===== config.mk =====
export PLATFORM = sky130hd
export DESIGN_NAME = categorical_inverse_cdf_sampler_top
export DESIGN_NICKNAME = d
export VERILOG_FILES = /design/src/hdl/cics_pkg.sv /design/src/hdl/categorical_inverse_cdf_sampler_top.sv
export VERILOG_INCLUDE_DIRS = /design/src /design/src/hdl
export SDC_FILE = /design/constraint.sdc
export NUM_CORES = 2
export LEC_CHECK = 0
export CORE_UTILIZATION = 40
export DETAILED_ROUTE_END_ITERATION = 7
export DONT_BUFFER_PORTS = 1
export GPL_TIMING_DRIVEN = 1
export MAX_ROUTING_LAYER = met4
export PLACE_DENSITY = 0.53
export SYNTH_ARGS = -nofsm -noshare
export SYNTH_HDL_FRONTEND = slang
export SYNTH_SLANG_ARGS = --single-unit

===== constraint.sdc =====
create_clock -name clk_i -period 8.09 [get_ports clk_i]
set_clock_uncertainty 0.2 [all_clocks]
set_input_delay 0.4045 -clock clk_i [delete_from_list [all_inputs] [get_ports clk_i]]
set_output_delay 0.4045 -clock clk_i [all_outputs]
set_load 0.01 [all_outputs]

===== src/hdl/assert_macros.svh =====
// Assertion macros shared by the sampler RTL.
// No dependencies; included by files that carry concurrent checks.
`ifndef ASSERT_MACROS_SVH
`define ASSERT_MACROS_SVH

// Property that must hold at every rising clock edge outside reset.
`define ASSERT_CLK(lbl, clk, rst_n, prop, msg) \
  lbl: assert property (@(posedge clk) disable iff (!rst_n) (prop)) else $error(msg);

// Condition that must never be seen at a rising clock edge outside reset.
`define ASSERT_NEVER(lbl, clk, rst_n, expr, msg) \
  lbl: assert property (@(posedge clk) disable iff (!rst_n) !(expr)) else $error(msg);

`endif


===== src/hdl/cics_pkg.sv =====
// Package for the categorical inverse CDF sampler: sizes, command codes
// and the command and result payload types. No dependencies.
`timescale 1ns / 1ps

package cics_pkg;

  // Table geometry.
  localparam int NumCategories = 64;
  localparam int WeightBits    = 16;
  localparam int IdxW          = $clog2(NumCategories);
  localparam int CntW          = $clog2(NumCategories + 1);
  localparam int TotW          = WeightBits + IdxW;

  // Fixed point formats.
  localparam int LevelW   = 17;
  localparam int ProbW    = 17;
  localparam int FracBits = 16;
  localparam int ProdW    = LevelW + TotW;
  localparam int DivCntW  = $clog2(ProbW);
  localparam logic [ProbW-1:0] OneQ16 = ProbW'(1 << FracBits);

  // Configuration register.
  localparam int CfgW   = 7;
  localparam int CmpW   = (CntW > CfgW) ? CntW : CfgW;
  localparam int KReset = (NumCategories < 64) ? NumCategories : 64;

  typedef enum logic [1:0] {
    CMD_WRITE    = 2'd0,
    CMD_QUANTILE = 2'd1,
    CMD_PDF      = 2'd2,
    CMD_CDF      = 2'd3
  } cmd_e;

  typedef struct packed {
    cmd_e               command;
    logic signed [7:0]  category_index;
    logic        [15:0] weight_value;
    logic        [16:0] level;
  } item_t;

  typedef struct packed {
    logic [5:0]  chosen_category;
    logic [16:0] probability;
    logic        status;
  } result_t;

endpackage


===== src/hdl/categorical_inverse_cdf_sampler_top.sv =====
// Categorical inverse CDF sampler: weight table, running total, table walk
// and radix-2 divider under one sequencer. Depends on cics_pkg and assert_macros.svh.
//
// A command transfers when start is high and busy is low; its single result
// shows on result_o for one cycle with result_valid_o, and busy falls in that
// same cycle, so a new command may follow at once. The receiver cannot stall.
// The result of an in-range write is registered after the S_WUPD state; an
// out-of-range write, and every query at zero total, out-of-range index,
// saturated cdf, or a quantile with one category in use, is answered from idle.
// A quantile query multiplies once, then walks one table entry per cycle
// through the single read port of the weight memory until the hit or the
// last category in use. A pdf query reads its entry and a cdf query at index
// i walks entries 0 to i, each then followed by the 17-step restoring divider.
// A write to the categories register clears the weights above the new count
// and then rebuilds the total in a pass over all entries, during which busy
// is high; register writes are taken at any time and drop a command in flight.
`timescale 1ns / 1ps
`include "assert_macros.svh"

module categorical_inverse_cdf_sampler_top (
  input  logic             clk_i,
  input  logic             rst_ni,
  input  logic             start,
  output logic             busy,
  input  cics_pkg::item_t  item_i,
  input  logic             cfg_we_i,
  input  logic [6:0]       cfg_wdata_i,
  output logic             result_valid_o,
  output cics_pkg::result_t result_o
);
  import cics_pkg::*;

  typedef enum logic [2:0] {
    S_IDLE,
    S_WUPD,
    S_MUL,
    S_PDATA,
    S_WALK,
    S_DIV,
    S_SUM
  } state_e;

  state_e                  state_q, state_d;
  logic [CntW-1:0]         k_q, k_d;
  logic [TotW-1:0]         total_q, total_d;
  logic [NumCategories-1:0] vld_q, vld_d;
  cmd_e                    cmd_q, cmd_d;
  logic [IdxW-1:0]         idx_q, idx_d;
  logic [WeightBits-1:0]   wv_q, wv_d;
  logic [LevelW-1:0]       lvl_q, lvl_d;
  logic [ProdW-1:0]        target_q, target_d;
  logic [TotW-1:0]         prefix_q, prefix_d;
  logic [CntW-1:0]         iss_q, iss_d;
  logic [IdxW-1:0]         proc_q, proc_d;
  logic                    pend_q, pend_d;
  logic [IdxW-1:0]         last_q, last_d;
  logic [TotW:0]           rem_q, rem_d;
  logic [ProbW-1:0]        quo_q, quo_d;
  logic [DivCntW-1:0]      dcnt_q, dcnt_d;
  result_t                 res_q, res_d;
  logic                    rvalid_q, rvalid_d;

  // Weight memory with one registered read port.
  logic [WeightBits-1:0]   mem [NumCategories];
  logic [IdxW-1:0]         rd_addr;
  logic [WeightBits-1:0]   rd_data_q;
  logic                    rd_vbit_q;
  logic                    mem_we;

  // Datapath helpers.
  logic [WeightBits-1:0]   eff_w;
  logic [TotW-1:0]         psum;
  logic                    hit;
  logic                    issue;
  logic                    div_ge;
  logic [TotW:0]           div_sub;
  logic [ProbW-1:0]        quo_next;
  logic                    start_ok;
  logic                    idx_neg;
  logic [CmpW-1:0]         idx_mag;
  logic [CmpW-1:0]         k_ext;
  logic                    in_range;
  logic                    at_end;
  logic [LevelW-1:0]       lvl_sat;
  logic [CmpW-1:0]         cfg_ext;
  logic [CntW-1:0]         k_new;

  assign busy           = (state_q != S_IDLE);
  assign result_valid_o = rvalid_q;
  assign result_o       = res_q;

  // An entry that was never written since reset reads as zero.
  assign eff_w = rd_vbit_q ? rd_data_q : '0;
  assign psum  = prefix_q + TotW'(eff_w);
  assign hit   = ProdW'({psum, {FracBits{1'b0}}}) >= target_q;
  assign issue = ((state_q == S_WALK) || (state_q == S_SUM)) && (iss_q <= CntW'(last_q));

  // One restoring division step against the total.
  assign div_ge   = rem_q >= (TotW + 1)'(total_q);
  assign div_sub  = div_ge ? (rem_q - (TotW + 1)'(total_q)) : rem_q;
  assign quo_next = {quo_q[ProbW-2:0], div_ge};

  // Command decode.
  assign start_ok = start && (state_q == S_IDLE);
  assign idx_neg  = item_i.category_index[7];
  assign idx_mag  = CmpW'(item_i.category_index[6:0]);
  assign k_ext    = CmpW'(k_q);
  assign in_range = !idx_neg && (idx_mag < k_ext);
  assign at_end   = !idx_neg && (({1'b0, idx_mag} + 1'b1) >= {1'b0, k_ext});
  assign lvl_sat  = (item_i.level > OneQ16) ? OneQ16 : item_i.level;

  // Register value clamped to the table size, never below one.
  assign cfg_ext = CmpW'(cfg_wdata_i);
  always_comb begin
    if (cfg_ext == '0) begin
      k_new = CntW'(1);
    end else if (cfg_ext > CmpW'(NumCategories)) begin
      k_new = CntW'(NumCategories);
    end else begin
      k_new = CntW'(cfg_ext);
    end
  end

  assign rd_addr = (state_q == S_IDLE) ? item_i.category_index[IdxW-1:0] : iss_q[IdxW-1:0];

  // Sequencer next state and datapath.
  always_comb begin
    state_d  = state_q;
    k_d      = k_q;
    total_d  = total_q;
    vld_d    = vld_q;
    cmd_d    = cmd_q;
    idx_d    = idx_q;
    wv_d     = wv_q;
    lvl_d    = lvl_q;
    target_d = target_q;
    prefix_d = prefix_q;
    iss_d    = iss_q;
    proc_d   = proc_q;
    pend_d   = 1'b0;
    last_d   = last_q;
    rem_d    = rem_q;
    quo_d    = quo_q;
    dcnt_d   = dcnt_q;
    res_d    = res_q;
    rvalid_d = 1'b0;
    mem_we   = 1'b0;

    unique case (state_q)
      S_IDLE: begin
        if (start_ok) begin
          cmd_d = item_i.command;
          res_d = '0;
          priority if (item_i.command == CMD_WRITE) begin
            if (in_range) begin
              idx_d   = item_i.category_index[IdxW-1:0];
              wv_d    = item_i.weight_value[WeightBits-1:0];
              state_d = S_WUPD;
            end else begin
              rvalid_d = 1'b1;
            end
          end else if (total_q == '0) begin
            res_d.status = 1'b1;
            rvalid_d     = 1'b1;
          end else if (item_i.command == CMD_QUANTILE) begin
            if (k_q == CntW'(1)) begin
              rvalid_d = 1'b1;
            end else begin
              lvl_d   = lvl_sat;
              last_d  = IdxW'(k_q - CntW'(2));
              state_d = S_MUL;
            end
          end else if (item_i.command == CMD_PDF) begin
            if (in_range) begin
              state_d = S_PDATA;
            end else begin
              rvalid_d = 1'b1;
            end
          end else begin
            if (idx_neg) begin
              rvalid_d = 1'b1;
            end else if (at_end) begin
              res_d.probability = OneQ16;
              rvalid_d          = 1'b1;
            end else begin
              last_d   = item_i.category_index[IdxW-1:0];
              iss_d    = '0;
              prefix_d = '0;
              state_d  = S_WALK;
            end
          end
        end
      end

      // Old weight is on the read port now; swap it out of the total.
      S_WUPD: begin
        total_d       = total_q - TotW'(eff_w) + TotW'(wv_q);
        mem_we        = 1'b1;
        vld_d[idx_q]  = 1'b1;
        rvalid_d      = 1'b1;
        state_d       = S_IDLE;
      end

      S_MUL: begin
        target_d = ProdW'(lvl_q) * ProdW'(total_q);
        iss_d    = '0;
        prefix_d = '0;
        state_d  = S_WALK;
      end

      S_PDATA: begin
        rem_d   = (TotW + 1)'(eff_w);
        quo_d   = '0;
        dcnt_d  = DivCntW'(ProbW - 1);
        state_d = S_DIV;
      end

      // Walk the table one entry per cycle; each read is issued in the cycle before its entry is used.
      S_WALK: begin
        if (issue) begin
          iss_d  = iss_q + 1'b1;
          pend_d = 1'b1;
          proc_d = iss_q[IdxW-1:0];
        end
        if (pend_q) begin
          prefix_d = psum;
          if (cmd_q == CMD_QUANTILE) begin
            if (hit) begin
              res_d.chosen_category = 6'(proc_q);
              rvalid_d              = 1'b1;
              pend_d                = 1'b0;
              state_d               = S_IDLE;
            end else if (proc_q == last_q) begin
              res_d.chosen_category = 6'(k_q - CntW'(1));
              rvalid_d              = 1'b1;
              pend_d                = 1'b0;
              state_d               = S_IDLE;
            end
          end else if (proc_q == last_q) begin
            rem_d   = (TotW + 1)'(psum);
            quo_d   = '0;
            dcnt_d  = DivCntW'(ProbW - 1);
            pend_d  = 1'b0;
            state_d = S_DIV;
          end
        end
      end

      // Rebuild the total after the active count changed.
      S_SUM: begin
        if (issue) begin
          iss_d  = iss_q + 1'b1;
          pend_d = 1'b1;
          proc_d = iss_q[IdxW-1:0];
        end
        if (pend_q) begin
          prefix_d = psum;
          if (proc_q == last_q) begin
            total_d = psum;
            pend_d  = 1'b0;
            state_d = S_IDLE;
          end
        end
      end

      S_DIV: begin
        quo_d  = quo_next;
        rem_d  = {div_sub[TotW-1:0], 1'b0};
        dcnt_d = dcnt_q - 1'b1;
        if (dcnt_q == '0) begin
          res_d.probability = quo_next;
          rvalid_d          = 1'b1;
          state_d           = S_IDLE;
        end
      end

      default: begin
        state_d = S_IDLE;
      end
    endcase

    // Register write: drop weights above the new count, then re-sum.
    if (cfg_we_i) begin
      k_d = k_new;
      for (int i = 0; i < NumCategories; i++) begin
        if (CntW'(i) >= k_new) begin
          vld_d[i] = 1'b0;
        end
      end
      iss_d    = '0;
      pend_d   = 1'b0;
      prefix_d = '0;
      last_d   = IdxW'(NumCategories - 1);
      state_d  = S_SUM;
    end
  end

  // State and registered outputs.
  always_ff @(posedge clk_i or negedge rst_ni) begin
    if (!rst_ni) begin
      state_q  <= S_IDLE;
      k_q      <= CntW'(KReset);
      total_q  <= '0;
      vld_q    <= '0;
      cmd_q    <= CMD_WRITE;
      idx_q    <= '0;
      wv_q     <= '0;
      lvl_q    <= '0;
      target_q <= '0;
      prefix_q <= '0;
      iss_q    <= '0;
      proc_q   <= '0;
      pend_q   <= 1'b0;
      last_q   <= '0;
      rem_q    <= '0;
      quo_q    <= '0;
      dcnt_q   <= '0;
      res_q    <= '0;
      rvalid_q <= 1'b0;
    end else begin
      state_q  <= state_d;
      k_q      <= k_d;
      total_q  <= total_d;
      vld_q    <= vld_d;
      cmd_q    <= cmd_d;
      idx_q    <= idx_d;
      wv_q     <= wv_d;
      lvl_q    <= lvl_d;
      target_q <= target_d;
      prefix_q <= prefix_d;
      iss_q    <= iss_d;
      proc_q   <= proc_d;
      pend_q   <= pend_d;
      last_q   <= last_d;
      rem_q    <= rem_d;
      quo_q    <= quo_d;
      dcnt_q   <= dcnt_d;
      res_q    <= res_d;
      rvalid_q <= rvalid_d;
    end
  end

  // Weight memory write port and registered read.
  always_ff @(posedge clk_i) begin
    if (mem_we) begin
      mem[idx_q] <= wv_q;
    end
    rd_data_q <= mem[rd_addr];
  end

  // The valid bit travels with the read data.
  always_ff @(posedge clk_i or negedge rst_ni) begin
    if (!rst_ni) begin
      rd_vbit_q <= 1'b0;
    end else begin
      rd_vbit_q <= vld_q[rd_addr];
    end
  end

  // Checks on the sequencer.
  `ASSERT_CLK(a_div_ends_in_result, clk_i, rst_ni, (state_q == S_DIV && dcnt_q == '0 && !cfg_we_i) |=> rvalid_q, "divider finished without a result")
  `ASSERT_CLK(a_prob_bounded, clk_i, rst_ni, rvalid_q |-> (res_q.probability <= OneQ16), "probability above one")
  `ASSERT_CLK(a_pend_in_walk, clk_i, rst_ni, pend_q |-> (state_q == S_WALK || state_q == S_SUM), "table read pending outside a walk")
  `ASSERT_CLK(a_status_zero_total, clk_i, rst_ni, (rvalid_q && res_q.status) |-> (total_q == '0 && res_q.probability == '0), "error status with nonzero total")

endmodule

==> tab_implementation.tex <==
\begin{tabular}{lr}
\hline
Metric & Value \\
\hline
\multicolumn{2}{l}{\textbf{Outcome}} \\
\quad Outcome & complete, no violations \\
\multicolumn{2}{l}{\textbf{Critical path}} \\
\quad Slowest cell on crit path & dfrtp\_1 \\
\quad Required time at the worst-slack endpoint & roughly 8.5 ns \\
\quad Most used cell along the critical path & fa\_1 \\
\quad Maximum fanout along the worst path & 23 \\
\quad Worst setup SP type & flop \\
\quad Top cell family by delay on the critical path & adder cells \\
\quad Data arrival time of the critical path & roughly 8.1 ns \\
\quad Critical-path cell list & nand2\_1 > fa\_1 > inv\_1 > fa\_1 > fa\_1 > fa\_1 > fa\_1 > inv\_1 > fa\_1 > inv\_1 > ha\_1 > and3\_1 > and3\_1 > a211oi\_1 > o22ai\_2 > o41ai\_4 > o31ai\_2 > a311oi\_1 > nor4b\_1 > or3\_1 \\
\quad Capturing element type of the critical path & flop \\
\quad Longest individual stage delay on the worst path & 0.89 ns \\
\quad Buffering stage count on the worst path with inverters included & 3 \\
\quad Category of the most critical setup path & flop to flop \\
\multicolumn{2}{l}{\textbf{GRT}} \\
\quad Number of antenna violations at the first check in global routing & 9 \\
\quad Overall Global Routing Usage & a little under a quarter \\
\quad Remaining global-route overflow & 0 \\
\quad Wire length of the first global-routing pass & about 320000 um \\
\quad Number of global-route vias before repair & roughly 48000 \\
\quad Maximum number of pins on one net before global-route repair & 289 \\
\multicolumn{2}{l}{\textbf{Pwr}} \\
\quad Relative contribution of combinational cells to total power & between 40 and 50\% \\
\quad Clock Power Share & about a quarter \\
\quad Sequential fraction of design power & 33.6\% \\
\quad Internal Power & $\sim$15 mW \\
\quad Maximum ir drop on the vdd rail & around 230 uV \\
\quad Power per standard cell area & 323.5 nW/um\^{}2 \\
\quad Switching part of the total power & 41.10\% \\
\quad Leakage dissipation & just over 30 nW \\
\quad Switching power summed over all nets & 10.64 mW \\
\multicolumn{2}{l}{\textbf{Place}} \\
\quad Placement Setup Slack & between 0.5 and 0.6 ns \\
\quad GPL Wtd Cong & approximately 0.92 \\
\quad Placed cell count & 8500 \\
\quad Number of buffers inserted by port buffering & 0 \\
\quad Post-detailed-placement half-perimeter wirelength & approximately 130000 um \\
\multicolumn{2}{l}{\textbf{Route}} \\
\quad Routed vias & just under 50000 \\
\quad Final Routed Wirelength & approximately 210000 um \\
\quad Drt via density & $\sim$5.5 \\
\quad Final ANT Viol Nets & 0 \\
\quad First drt pass iteration count & 8 \\
\quad Number of DRC markers in iteration 0 & approximately 4000 \\
\quad Wire per inst & 23.61 um \\
\quad DRC viols & 0 \\
\multicolumn{2}{l}{\textbf{Synthesis}} \\
\quad Number of synthesized register bits & roughly 1300 \\
\quad Post-synth EDFFs & 1024 \\
\quad Net count of the mapped netlist & $\sim$7000 \\
\quad Cell area after synthesis & between 70000 and 80000 sq um \\
\quad Largest area contributor in the synthesized netlist & edfxtp\_1 \\
\quad Portion of the post-synthesis area used by sequential elements & a little over half \\
\quad Primary FF master, synth & edfxtp\_1 \\
\quad Per-instance average area after synthesis & roughly 11 sq um \\
\quad Cell count after synthesis & between 6000 and 7000 \\
\quad Post-synthesis cell type count & around 90 \\
\quad Fraction of synthesized cell area taken by the top area cell type & between 40\% and 50\% \\
\quad Ys async rst share & 21.69\% \\
\quad Yosys Warn Count & 0 \\
\quad Cell types occupying the most area after synthesis & edfxtp\_1 (43\%), dfrtp\_1 (10\%), fa\_1 (8.9\%) \\
\multicolumn{2}{l}{\textbf{Timing}} \\
\quad Slew of the pin with the lowest slew margin & 1.259 ns \\
\quad Worst Setup Slack, final & 0.4850 ns \\
\quad RSZ-0062 raised after global routing & no \\
\quad Min Clock Period, post-route & 7.605 ns \\
\quad Count of final setup violators & 0 \\
\quad Final Hold Fails & 0 \\
\quad Hold slack & between 0.06 and 0.07 ns \\
\quad Achievable Freq & 131.5 MHz \\
\quad Setup TNS Final & 0 ns \\
\quad Count of final max-slew check failures & 0 \\
\quad Slew Limit Headroom & around 16\% \\
\quad Final Cycle Share & a little over nine tenths \\
\multicolumn{2}{l}{\textbf{Die}} \\
\quad Core ar. & between 150000 and 200000 sq um \\
\quad Die area & $\sim$180000 sq um \\
\quad Die height & 424.4 um \\
\quad Std-Cell Rows & between 150 and 200 \\
\quad Die outline width & roughly 420 um \\
\quad Initial Utilization & 40.40\% \\
\quad IO Count & 80 \\
\multicolumn{2}{l}{\textbf{Clocking}} \\
\quad Maximum buffer depth of the clock tree & 3 \\
\quad Reg clk slew, reported paths & 0.06 ns \\
\quad Total of hold buffers inserted after clock tree synthesis & 75 \\
\quad Clock tree from TritonCTS & yes \\
\quad Post CTS Setup Buffer Count & 0 \\
\quad Latest clock arrival within the worst-skew pair & approximately 0.80 ns \\
\quad Clock Root Buffer & clkbuf\_16 \\
\quad Number of buffers created by CTS & 149 \\
\quad Number of gates resized after CTS & 0 \\
\quad \# H-tree levels & 4 \\
\quad Clk sink count & 1328 \\
\multicolumn{2}{l}{\textbf{Finish}} \\
\quad End-of-flow core utilization & a little under half \\
\quad Most frequent cells in the layout & nand2\_1 (1087), edfxtp\_1 (1024), inv\_1 (519) \\
\quad Most common library cell in the layout ignoring fill and taps & nand2\_1 \\
\quad Final Net Count & roughly 7000 \\
\quad Area growth from synthesis to final layout & 12.09\% \\
\quad Share of cells above drive strength 1 & $\sim$7.6\% \\
\quad Final std cells w/o fill & between 8000 and 9000 \\
\multicolumn{2}{l}{\textbf{Job}} \\
\quad Max\_cap viols & 0 \\
\multicolumn{2}{l}{\textbf{Min path}} \\
\quad Hold Path Class & input port to flop \\
\hline
\end{tabular}
[per-layer routing]
| metal | wire, um | track usage (%) | vias up |
|---|---|---|---|
| li1 | - | - | 22610 |
| met1 | 92560 | 31.71 | 24770 |
| met2 | 100300 | 38.08 | 1290 |
| met3 | 9972 | 3.133 | 315 |
| met4 | 6245 | 7.238 | 0 |
| met5 | 0 | - | - |
[kinds of logic after synthesis]
family	after synthesis	share of synthesized area (%)
AOI/OAI and AO/OA	1451	13.80
xor gates and xnor gates	93	1.141
buffers and inverters	919	4.873
adders and majority gates	548	12.94
DFF	1328	53.62
and+or+nand+nor	2024	13.04
muxes	39	0.5907
[state kept, by name, summed over array words and instances (netlist names)]
register and cells:
k_ext 7, result_o 24, cmd_q 2, rd_vbit_q 1, state_q 3, mem 1024
result_valid_o 1, last_q 6, quo_q 16, rem_q 23, vld_q 64, target_q 39
total_q 22, lvl_q 17, idx_q 6, pend_q 1, iss_q 7, dcnt_q 5
proc_q 6, wv_q 16, rd_data_q 16, prefix_q 22
[final cells by class]
| cell class | count | area [sq um] |
|---|---|---|
| clock inverter | 77 | 757.0 |
| clock buffer | 196 | 4070 |
| antenna | 5 | 12.51 |
| multi-input combinational | 4155 | 29860 |
| timing repair buffer | 232 | 2135 |
| fill | 16140 | 96680 |
| sequential | 1328 | 38300 |
| inverter | 522 | 1959 |
| tap | 2340 | 2928 |
[final timing paths]
check | from | slack (ns) | cells after the start | to
worst max-delay path | lvl_q[7]$_DFFE_PN0P_ | 0.48 | 20 | target_q[37]$_DFFE_PN0N_
worst min-delay path | start | 0.06 | 5 | iss_q[6]$_DFFE_PN0P_
worst max register to register | lvl_q[7]$_DFFE_PN0P_ | 0.48 | 20 | target_q[37]$_DFFE_PN0N_
worst min register to register | target_q[7]$_DFFE_PN0N_ | 0.27 | 2 | target_q[7]$_DFFE_PN0N_
max in group asynchronous | rst_ni | 5.99 | 4 | wv_q[13]$_DFFE_PN0P_
min in group asynchronous | rst_ni | 0.27 | 3 | vld_q[27]$_DFF_PN0_
[synth_stat cells, types with 58 or more instances]
library cell / n
nand2_1: 1087
edfxtp_1: 1024
inv_1: 519
and2_1: 377
a211oi_1: 361
clkbuf_1: 349
fa_1: 317
a21oi_1: 292
dfrtp_1: 287
nor2_1: 241
ha_1: 231
o21ai_0: 190
a31oi_1: 161
a311oi_1: 140
and2_0: 62
xnor2_1: 62
nand3_1: 58
[power groups by stage]
stage                     Combinational, mW  Clock (mW)  Sequential [mW]
final                                  10.5        6.67             8.70
after global routing                   11.5        7.07             8.75
after CTS                              10.5        6.81             8.70
after detailed placement               10.4           0             8.84
after global placement                 10.3           0             8.82
after floorplan                        6.97           0             8.54
[worst register-to-register path, delay by kind of cell (launching register included)]
family / cells / cell delay, ns
adder cells (fa/ha/maj): 7 / 3.52
flip-flops: 1 / 0.89
buffers and inverters: 3 / 0.16
AND/OR/NAND/NOR: 5 / 1.11
AO/OA/AOI/OAI: 5 / 1.59
[through the flow]
stage	cell area [sq um]	total power, mW
floorplan	71380	15.51
global placement	74340	19.11
detailed placement	74340	19.20
CTS	79950	26.02
global route	80010	27.31
finish	80020	25.89
No activity file was read; power rests on OpenSTA's default activity.
